`config.mk`:
```
export PLATFORM = sky130hd
export DESIGN_NAME = midpoint_line_rasterizer_top
export DESIGN_NICKNAME = d
export VERILOG_FILES = /design/src/design/mlr_pkg.sv /design/src/design/mlr_front.sv /design/src/design/mlr_queue.sv /design/src/design/mlr_back.sv /design/src/design/midpoint_line_rasterizer_top.sv
export SDC_FILE = /design/constraint.sdc
export NUM_CORES = 1
export LEC_CHECK = 0
export ABC_AREA = 1
export ABC_CLOCK_PERIOD_IN_PS = 8000
export BUFFER_PORTS_ARGS = -buffer_cell sky130_fd_sc_hd__buf_2
export CAP_MARGIN = 20
export CORE_MARGIN = 2
export CORE_UTILIZATION = 60
export DETAILED_ROUTE_END_ITERATION = 6
export GPL_ROUTABILITY_DRIVEN = 0
export PLACE_DENSITY = 0.88
export RECOVER_POWER = 50
export SLEW_MARGIN = 5
export SYNTH_ARGS = -nofsm -noshare
export SYNTH_HDL_FRONTEND = slang
export SYNTH_SLANG_ARGS = --single-unit
```
`constraint.sdc`:
```
create_clock -name clk -period 8 [get_ports clk]
set_input_delay 1.6 -clock clk [delete_from_list [all_inputs] [get_ports clk]]
set_output_delay 1.6 -clock clk [all_outputs]
set_load 0.02 [all_outputs]
```
`src/design/mlr_pkg.sv`:
```
// shared types and constants for the midpoint line rasterizer
// no dependencies; imported by every module of the block
package mlr_pkg;

  localparam int COORD_BITS = 6;
  // decision variable stays within +/- twice the major span
  localparam int DW = COORD_BITS + 3;
  localparam int QDEPTH = 2;
  localparam int QAW = $clog2(QDEPTH);

  localparam logic [COORD_BITS-1:0] COORD_ONE = COORD_BITS'(1);
  localparam logic [QAW-1:0] QPTR_LAST = QAW'(QDEPTH - 1);

  // one segment, already mirrored into the first octant
  typedef struct packed {
    logic signed [COORD_BITS-1:0] x;
    logic signed [COORD_BITS-1:0] y;
    logic                         swap;   // y is the major axis
    logic                         s1neg;  // major axis steps down
    logic                         s2neg;  // minor axis steps down
    logic [COORD_BITS-1:0]        a;      // minor span
    logic [COORD_BITS-1:0]        b;      // major span, pixel count
  } cmd_t;

endpackage

```
`src/design/mlr_front.sv`:
```
// front end: accepts a segment and picks its octant
// depends on mlr_pkg; feeds mlr_queue
module mlr_front (
  input  logic                                   in_valid,
  output logic                                   in_stall,
  input  logic signed [mlr_pkg::COORD_BITS-1:0]  start_x,
  input  logic signed [mlr_pkg::COORD_BITS-1:0]  start_y,
  input  logic signed [mlr_pkg::COORD_BITS-1:0]  end_x,
  input  logic signed [mlr_pkg::COORD_BITS-1:0]  end_y,
  input  logic                                   q_full,
  output logic                                   q_push,
  output mlr_pkg::cmd_t                          q_cmd
);
  import mlr_pkg::*;

  localparam int CW = COORD_BITS;

  logic signed [CW:0] dx;
  logic signed [CW:0] dy;
  logic signed [CW:0] ndx;
  logic signed [CW:0] ndy;
  logic signed [CW:0] maj;
  logic signed [CW:0] mnr;
  logic signed [CW:0] b_full;
  logic signed [CW:0] a_full;
  logic               swap;
  logic               s1neg;
  logic               s2neg;

  always_comb begin
    dx  = $signed({end_x[CW-1], end_x}) - $signed({start_x[CW-1], start_x});
    dy  = $signed({end_y[CW-1], end_y}) - $signed({start_y[CW-1], start_y});
    ndx = -dx;
    ndy = -dy;
  end

  // octant decode, same boundary order as the angle ranges
  always_comb begin
    swap  = 1'b0;
    s1neg = 1'b0;
    s2neg = 1'b0;
    if (dy >= 0 && dx > dy) begin
      swap = 1'b0;
    end else if (dx > 0 && dy >= dx) begin
      swap = 1'b1;
    end else if (dx <= 0 && dy > ndx) begin
      swap  = 1'b1;
      s2neg = 1'b1;
    end else if (dy > 0 && ndx >= dy) begin
      s1neg = 1'b1;
    end else if (dx < 0 && dy <= 0 && ndy <= ndx) begin
      s1neg = 1'b1;
      s2neg = 1'b1;
    end else if (dx <= 0 && ndy > ndx) begin
      swap  = 1'b1;
      s1neg = 1'b1;
      s2neg = 1'b1;
    end else if (dx > 0 && ndy >= dx) begin
      swap  = 1'b1;
      s1neg = 1'b1;
    end else if (dx > 0 && dy < 0) begin
      s2neg = 1'b1;
    end
  end

  always_comb begin
    maj    = swap ? dy : dx;
    mnr    = swap ? dx : dy;
    b_full = s1neg ? -maj : maj;
    a_full = s2neg ? -mnr : mnr;
  end

  always_comb begin
    q_cmd.x     = start_x;
    q_cmd.y     = start_y;
    q_cmd.swap  = swap;
    q_cmd.s1neg = s1neg;
    q_cmd.s2neg = s2neg;
    q_cmd.a     = a_full[CW-1:0];
    q_cmd.b     = b_full[CW-1:0];
  end

  // zero-length segments are taken and dropped here
  assign in_stall = q_full;
  assign q_push   = in_valid && !q_full && (b_full[CW-1:0] != '0);

endmodule

```
`src/design/mlr_queue.sv`:
```
// short segment queue between front and back end
// depends on mlr_pkg
module mlr_queue (
  input  logic          clk,
  input  logic          rst,
  input  logic          push,
  input  mlr_pkg::cmd_t push_cmd,
  output logic          full,
  input  logic          pop,
  output logic          q_valid,
  output mlr_pkg::cmd_t q_cmd
);
  import mlr_pkg::*;

  cmd_t           slots [QDEPTH];
  logic [QAW-1:0] wr_ptr;
  logic [QAW-1:0] rd_ptr;
  logic [QAW:0]   count;

  assign full    = (count == (QAW+1)'(QDEPTH));
  assign q_valid = (count != '0);
  assign q_cmd   = slots[rd_ptr];

  always_ff @(posedge clk) begin
    if (rst) begin
      wr_ptr <= '0;
      rd_ptr <= '0;
      count  <= '0;
    end else begin
      if (push) begin
        wr_ptr <= (wr_ptr == QPTR_LAST) ? '0 : wr_ptr + QAW'(1);
      end
      if (pop) begin
        rd_ptr <= (rd_ptr == QPTR_LAST) ? '0 : rd_ptr + QAW'(1);
      end
      if (push && !pop) begin
        count <= count + (QAW+1)'(1);
      end else if (pop && !push) begin
        count <= count - (QAW+1)'(1);
      end
    end
  end

  always_ff @(posedge clk) begin
    if (push) begin
      slots[wr_ptr] <= push_cmd;
    end
  end

  a_count_bound: assert property (@(posedge clk) disable iff (rst)
    count <= (QAW+1)'(QDEPTH))
    else $error("queue count above depth");

  a_no_push_full: assert property (@(posedge clk) disable iff (rst)
    push |-> !full)
    else $error("push into full queue");

  a_no_pop_empty: assert property (@(posedge clk) disable iff (rst)
    pop |-> q_valid)
    else $error("pop from empty queue");

endmodule

```
`src/design/mlr_back.sv`:
```
// back end: midpoint stepper, one pixel per beat into an output register
// depends on mlr_pkg; takes segments from mlr_queue
module mlr_back (
  input  logic                                   clk,
  input  logic                                   rst,
  input  logic                                   q_valid,
  input  mlr_pkg::cmd_t                          q_cmd,
  output logic                                   q_pop,
  output logic                                   out_valid,
  input  logic                                   out_stall,
  output logic signed [mlr_pkg::COORD_BITS-1:0]  pixel_x,
  output logic signed [mlr_pkg::COORD_BITS-1:0]  pixel_y,
  output logic                                   last_pixel
);
  import mlr_pkg::*;

  localparam int CW = COORD_BITS;

  logic                   busy;
  logic signed [CW-1:0]   x;
  logic signed [CW-1:0]   y;
  logic [CW-1:0]          cnt;
  logic signed [DW-1:0]   d;
  logic signed [DW-1:0]   e;
  logic signed [DW-1:0]   ne;
  logic                   swap;
  logic                   s1neg;
  logic                   s2neg;

  logic                   emit;
  logic                   is_last;
  logic signed [CW-1:0]   x_next;
  logic signed [CW-1:0]   y_next;
  logic signed [DW-1:0]   d_next;
  logic signed [DW-1:0]   e_load;
  logic signed [DW-1:0]   b2_load;
  logic signed [DW-1:0]   b_load;
  logic signed [CW-1:0]   maj_step;
  logic signed [CW-1:0]   min_step;
  logic                   diag;

  assign emit    = busy && (!out_valid || !out_stall);
  assign q_pop   = !busy && q_valid;
  assign is_last = (cnt == COORD_ONE);

  always_comb begin
    e_load  = $signed({2'b00, q_cmd.a, 1'b0});
    b2_load = $signed({2'b00, q_cmd.b, 1'b0});
    b_load  = $signed({3'b000, q_cmd.b});
  end

  // step in the original frame: major axis every beat, minor on a diagonal
  always_comb begin
    diag     = (d > 0);
    maj_step = s1neg ? -$signed(COORD_ONE) : $signed(COORD_ONE);
    min_step = s2neg ? -$signed(COORD_ONE) : $signed(COORD_ONE);
    x_next   = x;
    y_next   = y;
    if (swap) begin
      y_next = y + maj_step;
      if (diag) begin
        x_next = x + min_step;
      end
    end else begin
      x_next = x + maj_step;
      if (diag) begin
        y_next = y + min_step;
      end
    end
    d_next = diag ? d + ne : d + e;
  end

  always_ff @(posedge clk) begin
    if (rst) begin
      busy      <= 1'b0;
      out_valid <= 1'b0;
    end else begin
      if (out_valid && !out_stall) begin
        out_valid <= 1'b0;
      end
      if (emit) begin
        out_valid <= 1'b1;
      end
      if (q_pop) begin
        busy <= 1'b1;
      end else if (emit && is_last) begin
        busy <= 1'b0;
      end
    end
  end

  always_ff @(posedge clk) begin
    if (q_pop) begin
      x     <= q_cmd.x;
      y     <= q_cmd.y;
      cnt   <= q_cmd.b;
      swap  <= q_cmd.swap;
      s1neg <= q_cmd.s1neg;
      s2neg <= q_cmd.s2neg;
      e     <= e_load;
      ne    <= e_load - b2_load;
      d     <= e_load - b_load;
    end else if (emit) begin
      x   <= x_next;
      y   <= y_next;
      cnt <= cnt - COORD_ONE;
      d   <= d_next;
    end
    if (emit) begin
      pixel_x    <= x;
      pixel_y    <= y;
      last_pixel <= is_last;
    end
  end

  a_busy_count: assert property (@(posedge clk) disable iff (rst)
    busy |-> cnt != '0)
    else $error("stepper busy with no pixels left");

  a_last_ends_run: assert property (@(posedge clk) disable iff (rst)
    (emit && is_last) |=> !busy && out_valid && last_pixel)
    else $error("run did not end after its last pixel");

  a_emit_not_last: assert property (@(posedge clk) disable iff (rst)
    (emit && !is_last) |=> busy && out_valid && !last_pixel)
    else $error("run ended early");

endmodule

```
`src/design/midpoint_line_rasterizer_top.sv`:
```
// Midpoint line rasterizer. A segment beat (start_x, start_y, end_x, end_y) yields one pixel
// beat per major-axis step, from the start point up to but not including the end point, with
// last_pixel set on the final one; a zero-length segment yields nothing. A segment with major
// span N occupies the back-end stepper for a load step and then its N pixels, one per cycle as the
// output stalls allow. The front end classifies a segment in the cycle it arrives and parks it
// in a two-entry queue, so new segments are taken while a run is still being drawn. Zero-length
// segments are taken at the input and dropped. No reset-time clearing pass.
module midpoint_line_rasterizer_top (
  input  logic                                   clk,
  input  logic                                   rst,
  input  logic                                   in_valid,
  output logic                                   in_stall,
  input  logic signed [mlr_pkg::COORD_BITS-1:0]  start_x,
  input  logic signed [mlr_pkg::COORD_BITS-1:0]  start_y,
  input  logic signed [mlr_pkg::COORD_BITS-1:0]  end_x,
  input  logic signed [mlr_pkg::COORD_BITS-1:0]  end_y,
  output logic                                   out_valid,
  input  logic                                   out_stall,
  output logic signed [mlr_pkg::COORD_BITS-1:0]  pixel_x,
  output logic signed [mlr_pkg::COORD_BITS-1:0]  pixel_y,
  output logic                                   last_pixel
);
  import mlr_pkg::*;

  cmd_t push_cmd;
  cmd_t pop_cmd;
  logic push;
  logic full;
  logic pop;
  logic q_valid;

  mlr_front u_front (
    .in_valid (in_valid),
    .in_stall (in_stall),
    .start_x  (start_x),
    .start_y  (start_y),
    .end_x    (end_x),
    .end_y    (end_y),
    .q_full   (full),
    .q_push   (push),
    .q_cmd    (push_cmd)
  );

  mlr_queue u_queue (
    .clk      (clk),
    .rst      (rst),
    .push     (push),
    .push_cmd (push_cmd),
    .full     (full),
    .pop      (pop),
    .q_valid  (q_valid),
    .q_cmd    (pop_cmd)
  );

  mlr_back u_back (
    .clk        (clk),
    .rst        (rst),
    .q_valid    (q_valid),
    .q_cmd      (pop_cmd),
    .q_pop      (pop),
    .out_valid  (out_valid),
    .out_stall  (out_stall),
    .pixel_x    (pixel_x),
    .pixel_y    (pixel_y),
    .last_pixel (last_pixel)
  );

endmodule

```
==> run_summary.xml, run 1 <==
<?xml version="1.0" encoding="UTF-8"?>
<metrics>
  <group name="routing">
    <metric name="detail_route.iter0.violations" unit="">475</metric>
    <metric name="drt_drc_violations_left" unit="">0</metric>
    <metric name="drt-total-wl" unit="mm">15.98</metric>
    <metric name="dr.pass1.iters" unit="">5</metric>
    <metric name="detail-route-antenna-nets" unit="">0</metric>
    <metric name="average_routed_wire_per_standard_cell" unit="um">15.27</metric>
    <metric name="vias_per_cell" unit="">5.449</metric>
    <metric name="vias" unit="">5700</metric>
  </group>
  <group name="cts">
    <metric name="clk_pin_slew" unit="ns">0.05</metric>
    <metric name="cts_tree" unit="">yes</metric>
    <metric name="numCtsBuffers" unit="">17</metric>
    <metric name="ctsHoldBuffers" unit="">0</metric>
    <metric name="max-clock-path-buffers" unit="">2</metric>
    <metric name="clockRootBuffer" unit="">clkbuf_16</metric>
    <metric name="cts-htree-levels" unit="">4</metric>
    <metric name="insertion_delay" unit="ns">0.42</metric>
    <metric name="cts.repair.resized" unit="">0</metric>
    <metric name="tritoncts_num_sinks" unit="">117</metric>
    <metric name="cts_post_setup_buffers_inserted" unit="">0</metric>
  </group>
  <group name="yosys">
    <metric name="synth-seq-cells" unit="">117</metric>
    <metric name="avgSynthCellArea" unit="um^2">9.343</metric>
    <metric name="post_synth_most_frequent_cells" unit="">nand2_1 (180), inv_1 (115), edfxtp_1 (110), ha_1 (69), nor2_1 (43)</metric>
    <metric name="synth.top_cells.by_area" unit="">edfxtp_1 (44%), ha_1 (11%), nand2_1 (8.9%), inv_1 (5.7%), xor2_1 (2.9%)</metric>
    <metric name="synth-simple-area-share" unit="%">21.17</metric>
    <metric name="synthFlopType" unit="">edfxtp_1</metric>
    <metric name="synth_seq_area_share" unit="%">45.56</metric>
    <metric name="synth_cells" unit="">809</metric>
    <metric name="synth_mux_area_share" unit="%">0.6621</metric>
    <metric name="yosys.area.top_type" unit="">edfxtp_1</metric>
    <metric name="netlist_area" unit="um^2">7558</metric>
    <metric name="synth_nets" unit="">913</metric>
    <metric name="synth.most_common_cell" unit="">nand2_1</metric>
    <metric name="async_flop_share" unit="%">0</metric>
    <metric name="synthXorXnorAreaFrac" unit="%">4.039</metric>
    <metric name="synth.yosys.warnings" unit="">0</metric>
    <metric name="synth_cell_type_count" unit="">47</metric>
    <metric name="post-synth-top-area-fraction" unit="%">43.70</metric>
    <metric name="combinational_family_with_the_most_area_after_synthesis" unit="">simple AND/OR/NAND/NOR gates</metric>
    <metric name="yosys.area_share.adder" unit="%">13.28</metric>
    <metric name="synth-compound-area-share" unit="%">8.691</metric>
    <metric name="synth-edff-count" unit="">110</metric>
  </group>
  <group name="global_routing">
    <metric name="antenna_found_initial" unit="">0</metric>
    <metric name="grt_remaining_overflow" unit="">0</metric>
    <metric name="grt_first_pass_wirelength" unit="mm">26.14</metric>
    <metric name="globalRouteTotalUtil" unit="%">24.94</metric>
    <metric name="vias_in_the_first_global_route" unit="">5720</metric>
    <metric name="grt_start_max_net_pins" unit="">53</metric>
  </group>
  <group name="sta">
    <metric name="fin_worst_skew" unit="ns">0.007044</metric>
    <metric name="finalWorstPathRequiredPeriod" unit="ns">6.669</metric>
    <metric name="final-setup-viol-count" unit="">0</metric>
    <metric name="final_cycle_share" unit="%">83.37</metric>
    <metric name="grt_setup_unrepaired" unit="">no</metric>
    <metric name="setup_total_negative_slack" unit="ns">0</metric>
    <metric name="worst_hold_slack" unit="ns">0.4614</metric>
    <metric name="fmax" unit="MHz">149.9</metric>
    <metric name="worstMarginPinSlew" unit="ns">2.283</metric>
    <metric name="finalHoldViolCount" unit="">0</metric>
    <metric name="maxSlewHeadroom" unit="%">-52.21</metric>
    <metric name="slew_violations" unit="">53</metric>
  </group>
  <group name="finish">
    <metric name="antenna-diode-count" unit="">0</metric>
    <metric name="finalCoreUtilization" unit="%">68.00</metric>
    <metric name="seq_area" unit="um^2">3443</metric>
    <metric name="fillers" unit="">890</metric>
    <metric name="drive_gt1_share" unit="%">12.01</metric>
    <metric name="num-nets-final" unit="">966</metric>
    <metric name="area_taken_by_multi_input_logic_gates" unit="um^2">3618</metric>
    <metric name="final-instance-count-excl-fill" unit="">1046</metric>
    <metric name="areaGrowthSynthToFinish" unit="%">12.15</metric>
  </group>
  <group name="pwr">
    <metric name="power_per_cell_area" unit="nW/um^2">470.9</metric>
    <metric name="total_leakage_power" unit="nW">3.817</metric>
    <metric name="vdd.ir_drop.worst" unit="V">0.0002330</metric>
  </group>
  <group name="worst_setup_path">
    <metric name="crit_path_frequent_cell" unit="">inv_1</metric>
    <metric name="end_kind" unit="">flop</metric>
    <metric name="cp.required" unit="ns">8.30</metric>
    <metric name="worst_path_largest_cell_delay" unit="ns">0.47</metric>
    <metric name="cp_data_arrival_time" unit="ns">6.97</metric>
    <metric name="classification_of_the_worst_setup_path" unit="">primary input to flop</metric>
    <metric name="critical_path.startpoint_type" unit="">primary input</metric>
    <metric name="crit_path_max_fanout" unit="">21</metric>
    <metric name="worst_path_max_delay_cell" unit="">fa_1</metric>
  </group>
  <group name="floorplanning">
    <metric name="die_area" unit="um^2">13510</metric>
    <metric name="floorplan.die.height" unit="um">116.2</metric>
    <metric name="placeableCoreArea" unit="um^2">12470</metric>
    <metric name="dieWidth" unit="um">116.2</metric>
    <metric name="initial_core_util" unit="%">60.63</metric>
    <metric name="rows" unit="">41</metric>
    <metric name="floorplan.io_pins" unit="">43</metric>
  </group>
  <group name="place">
    <metric name="placedCellCount" unit="">1015</metric>
    <metric name="detailed_place_hpwl" unit="mm">11.09</metric>
    <metric name="port_buffers" unit="">42</metric>
  </group>
  <group name="job">
    <metric name="drv.max_cap_violation_count" unit="">1</metric>
  </group>
  <group name="status">
    <metric name="failing_checks" unit="">capacitance limit, slew limit</metric>
    <metric name="outcome" unit="">finished with violations</metric>
  </group>
  <group name="hold_path">
    <metric name="hold_path.class" unit="">flop to flop</metric>
  </group>
</metrics>
==> power breakdown <==
group	internal (W)	total, W	leakage [nW]	switching (W)
logic	0.000712	0.00206	2.44	0.00134
clock network	0.000479	0.000734	0.275	0.000255
registers	0.00110	0.00120	1.10	0.000102
total	0.00229	0.00399	3.82	0.00170
==> flip-flops by register name, indices dropped and copies added (netlist names), 2 cells and up, named ones only <==
register	count
u_back.pixel_y	6
u_back.e	6
u_back.ne	7
u_back.x	6
u_back.y	6
u_queue.slots	54
u_back.d	9
u_back.pixel_x	6
u_back.cnt	6
u_queue.count	2
==> worst max-delay path, delay by kind of cell <==
kind | cells | cell delay [ns]
AND/OR/NAND/NOR | 15 | 1.85
adder cells (fa/ha/maj) | 6 | 1.73
AO/OA/AOI/OAI | 7 | 0.98
XOR/XNOR | 1 | 0.18
buffers and inverters | 7 | 0.60
==> cell type report <==
cell class | instances | share of cell area [%]
clock inverter | 13 | 1.653
timing repair buffer | 46 | 2.303
clock buffer | 18 | 5.063
multi-input combinational | 564 | 42.69
tap | 172 | 2.539
inverter | 116 | 5.137
sequential | 117 | 40.62
==> layout by cell type (no fill, tap or decap), drive strengths merged <==
| master | count |
|---|---|
| o21ai | 45 |
| dfxtp | 7 |
| bufinv | 3 |
| a21o | 2 |
| clkbuf | 48 |
| o2111ai | 1 |
| and2 | 3 |
| buf | 16 |
| nand3 | 47 |
| inv | 115 |
| mux2i | 5 |
| nand2 | 207 |
| o21bai | 3 |
| o21a | 1 |
| o31ai | 1 |
| edfxtp | 110 |
| nor3 | 7 |
| xor2 | 26 |
| and3 | 2 |
| nand4 | 6 |
| xnor2 | 8 |
| a211oi | 4 |
| o32ai | 2 |
| nand3b | 1 |
| or2 | 14 |
| a31oi | 6 |
| nor4 | 2 |
| o211ai | 6 |
| a21oi | 42 |
| clkinv | 9 |
| fa | 7 |
| clkinvlp | 2 |
| nor2 | 47 |
| ha | 69 |
==> layer usage <==
| layer | global-route usage (%) | up-vias | part of all wire (%) |
|---|---|---|---|
| li1 | - | 2833 | - |
| met2 | 45.89 | 170 | 53 |
| met3 | 5.086 | 31 | 3.9 |
| met1 | 28.59 | 2666 | 42 |
| met5 | 0 | - | 0 |
| met4 | 9.286 | 0 | 1.8 |
==> final timing paths <==
check,start,to,slack (ns),cells past startpoint
setup / recovery,start_y[0],u_queue.count[1],1.33,36
hold / removal,u_back.x[2],u_back.pixel_x[2],0.46,0
setup reg to reg,flop,u_back.d[5],3.40,13
hold reg to reg,u_back.x[2],u_back.pixel_x[2],0.46,0
==> stage by stage <==
stage	instance area (um^2)	setup WS, ns	power, W
floorplan	7559	1.410	0.002701
global placement	7953	1.281	0.003032
detailed placement	7953	1.042	0.003152
CTS	8522	1.381	0.003979
global route	8477	0.8712	0.004308
finish	8477	1.331	0.003991
==> cells by family (layout without fill, tap and decap cells) <==
logic type / Yosys count / in the layout
and+or+nand+nor: 336 / 336
buffers and inverters: 128 / 193
DFF: 117 / 117
AOI/OAI and AO/OA: 113 / 113
adders and majority gates: 76 / 76
xor gates and xnor gates: 34 / 34
muxes: 5 / 5
No activity file was read; power rests on OpenSTA's default activity.
==> inputs of run 2 (changes only) <==
--- a/config.mk
+++ b/config.mk
@@ -6,7 +6,7 @@
 export NUM_CORES = 1
 export LEC_CHECK = 0
 export ABC_AREA = 1
-export ABC_CLOCK_PERIOD_IN_PS = 8000
+export ABC_CLOCK_PERIOD_IN_PS = 6900
 export BUFFER_PORTS_ARGS = -buffer_cell sky130_fd_sc_hd__buf_2
 export CAP_MARGIN = 20
 export CORE_MARGIN = 2
==> constraint.sdc (replaced) <==
create_clock -name clk -period 6.9 [get_ports clk]
set_input_delay 1.38 -clock clk [delete_from_list [all_inputs] [get_ports clk]]
set_output_delay 1.38 -clock clk [all_outputs]
set_load 0.02 [all_outputs]
==> run_summary.xml, run 2 (synthesis gave the netlist of run 1 again) <==
<?xml version="1.0" encoding="UTF-8"?>
<metrics>
  <group name="sta">
    <metric name="final-setup-viol-count" unit="">0</metric>
    <metric name="grt_setup_unrepaired" unit="">no</metric>
    <metric name="final_cycle_share" unit="%">93.38</metric>
    <metric name="finalWorstSetupSlack" unit="ns">0.4571</metric>
    <metric name="fmax" unit="MHz">155.2</metric>
    <metric name="worstMarginPinSlew" unit="ns">2.328</metric>
    <metric name="fin_worst_skew" unit="ns">0.008808</metric>
    <metric name="setup_total_negative_slack" unit="ns">0</metric>
    <metric name="maxSlewHeadroom" unit="%">-55.22</metric>
    <metric name="finalHoldViolCount" unit="">0</metric>
    <metric name="finalWorstPathRequiredPeriod" unit="ns">6.443</metric>
    <metric name="slew_violations" unit="">53</metric>
  </group>
  <group name="routing">
    <metric name="dr.pass1.iters" unit="">7</metric>
    <metric name="vias" unit="">5664</metric>
    <metric name="drt-total-wl" unit="mm">15.39</metric>
    <metric name="average_routed_wire_per_standard_cell" unit="um">14.73</metric>
    <metric name="vias_per_cell" unit="">5.420</metric>
    <metric name="detail_route.iter0.violations" unit="">576</metric>
    <metric name="detail-route-antenna-nets" unit="">0</metric>
    <metric name="drt_drc_violations_left" unit="">0</metric>
  </group>
  <group name="finish">
    <metric name="num-nets-final" unit="">967</metric>
    <metric name="antenna-diode-count" unit="">0</metric>
    <metric name="layout.cells.most_common_list" unit="">nand2_1 (180), inv_1 (115), edfxtp_1 (110)</metric>
    <metric name="seq_area" unit="um^2">3443</metric>
    <metric name="most_common_cell_after_layout_fill_and_taps_aside" unit="">nand2_1</metric>
    <metric name="largest_register_ffs" unit="">54</metric>
    <metric name="drive_gt1_share" unit="%">11.80</metric>
    <metric name="fillers" unit="">910</metric>
    <metric name="final-instance-count-excl-fill" unit="">1045</metric>
    <metric name="areaGrowthSynthToFinish" unit="%">11.04</metric>
    <metric name="largest_regs" unit="">u_queue.slots (54), u_back.d (9), u_back.ne (7)</metric>
    <metric name="area_taken_by_multi_input_logic_gates" unit="um^2">3618</metric>
    <metric name="max_flop_register" unit="">u_queue.slots</metric>
  </group>
  <group name="hold_path">
    <metric name="min_delay_worst_endpoint" unit="">u_back.pixel_x[3]</metric>
    <metric name="hold_path.class" unit="">flop to flop</metric>
    <metric name="min_from" unit="">u_back.x[3]</metric>
    <metric name="worst_hold_path.num_cells" unit="">0</metric>
  </group>
  <group name="floorplanning">
    <metric name="placeableCoreArea" unit="um^2">12470</metric>
    <metric name="dieWidth" unit="um">116.2</metric>
    <metric name="initial_core_util" unit="%">60.63</metric>
    <metric name="die_area" unit="um^2">13510</metric>
    <metric name="rows" unit="">41</metric>
    <metric name="floorplan.die.height" unit="um">116.2</metric>
    <metric name="floorplan.io_pins" unit="">43</metric>
  </group>
  <group name="global_routing">
    <metric name="antenna_found_initial" unit="">0</metric>
    <metric name="grt_first_pass_wirelength" unit="mm">25.50</metric>
    <metric name="globalRouteTotalUtil" unit="%">24.38</metric>
    <metric name="vias_in_the_first_global_route" unit="">5537</metric>
    <metric name="grt_start_max_net_pins" unit="">53</metric>
    <metric name="grt_remaining_overflow" unit="">0</metric>
  </group>
  <group name="status">
    <metric name="outcome" unit="">finished with violations</metric>
    <metric name="failing_checks" unit="">capacitance limit, slew limit</metric>
  </group>
  <group name="worst_setup_path">
    <metric name="worstReg2RegEnd" unit="">u_back.d[6]</metric>
    <metric name="worstSetupStartpoint" unit="">start_y[0]</metric>
    <metric name="cp.required" unit="ns">7.20</metric>
    <metric name="crit_path_max_fanout" unit="">21</metric>
    <metric name="worst_path_largest_cell_delay" unit="ns">0.48</metric>
    <metric name="critical_path.startpoint_type" unit="">primary input</metric>
    <metric name="cp_data_arrival_time" unit="ns">6.74</metric>
    <metric name="crit_path_frequent_cell" unit="">inv_1</metric>
    <metric name="end_kind" unit="">flop</metric>
    <metric name="classification_of_the_worst_setup_path" unit="">primary input to flop</metric>
    <metric name="timing.reg2reg.setup_slack" unit="ns">2.42</metric>
    <metric name="reg2reg_depth" unit="">16</metric>
    <metric name="worst_path_max_delay_cell" unit="">fa_1</metric>
  </group>
  <group name="cts">
    <metric name="numCtsBuffers" unit="">17</metric>
    <metric name="cts_post_setup_buffers_inserted" unit="">0</metric>
    <metric name="cts_tree" unit="">yes</metric>
    <metric name="insertion_delay" unit="ns">0.42</metric>
    <metric name="clockRootBuffer" unit="">clkbuf_16</metric>
    <metric name="clk_pin_slew" unit="ns">0.05</metric>
    <metric name="ctsHoldBuffers" unit="">0</metric>
    <metric name="cts.repair.resized" unit="">0</metric>
    <metric name="tritoncts_num_sinks" unit="">117</metric>
    <metric name="max-clock-path-buffers" unit="">2</metric>
    <metric name="cts-htree-levels" unit="">4</metric>
  </group>
  <group name="job">
    <metric name="drv.max_cap_violation_count" unit="">1</metric>
  </group>
  <group name="pwr">
    <metric name="vdd.ir_drop.worst" unit="V">0.0002730</metric>
    <metric name="power_per_cell_area" unit="nW/um^2">530.0</metric>
    <metric name="total_leakage_power" unit="nW">3.788</metric>
  </group>
  <group name="place">
    <metric name="port_buffers" unit="">42</metric>
    <metric name="detailed_place_hpwl" unit="mm">10.99</metric>
    <metric name="preCtsSetupSlack" unit="ns">0.1765</metric>
    <metric name="placedCellCount" unit="">1016</metric>
  </group>
</metrics>
## run 2: critical path: cells and delay by family
family | cells | cell delay (ns)
buf+inv | 7 | 0.61
xor+xnor | 1 | 0.15
compound gates | 7 | 1.01
simple gates | 15 | 1.88
fa+ha+maj | 6 | 1.72
## run 2: area by class of cell
| cell class | instances | area share [%] |
|---|---|---|
| multi-input cells | 564 | 43.11 |
| flip-flops and latches | 117 | 41.03 |
| clock buffers | 20 | 5.203 |
| inverters | 116 | 5.188 |
| well taps | 172 | 2.564 |
| repair buffers | 47 | 2.415 |
| clock inverters | 9 | 0.4919 |
## run 2: metrics by stage
stage / utilization, % / hold slack (ns) / area [um^2] / total power (W)
after floorplan: - / 0.4255 / 7559 / 0.003132
after global placement: 63.86 / 0.4298 / 7960 / 0.003516
after detailed placement: 63.86 / 0.4427 / 7960 / 0.003645
after CTS: 67.69 / 0.4549 / 8438 / 0.004436
after global routing: 67.33 / 0.4837 / 8393 / 0.004828
final: 67.33 / 0.4545 / 8393 / 0.004448
## run 2: how the worst max path moves through the flow
stage,endpoint,slack (ns),cells after the start
after floorplan,u_queue.slots[0][0],0.53,31
final,u_queue.count[1],0.46,36
after global routing,u_queue.count[1],0.04,36
after CTS,u_queue.count[1],0.56,36
after detailed placement,u_queue.count[1],0.18,36
after global placement,u_queue.count[1],0.39,36
## run 2: where the power goes
part,total (W),leakage (nW),switching [W],internal (W)
Clock,0.000725,0.241,0.000284,0.000441
Combinational,0.00234,2.45,0.00151,0.000821
Sequential,0.00139,1.10,0.000114,0.00127
Total,0.00445,3.79,0.00191,0.00254
## run 2: layer usage
| layer | vias to the layer above | routed length, um | track usage (%) |
|---|---|---|---|
| met5 | - | 0 | 0 |
| met4 | 0 | 283 | 8.095 |
| met3 | 33 | 742 | 5.293 |
| met2 | 189 | 7867 | 42.95 |
| met1 | 2615 | 6499 | 29.85 |
| li1 | 2827 | - | - |
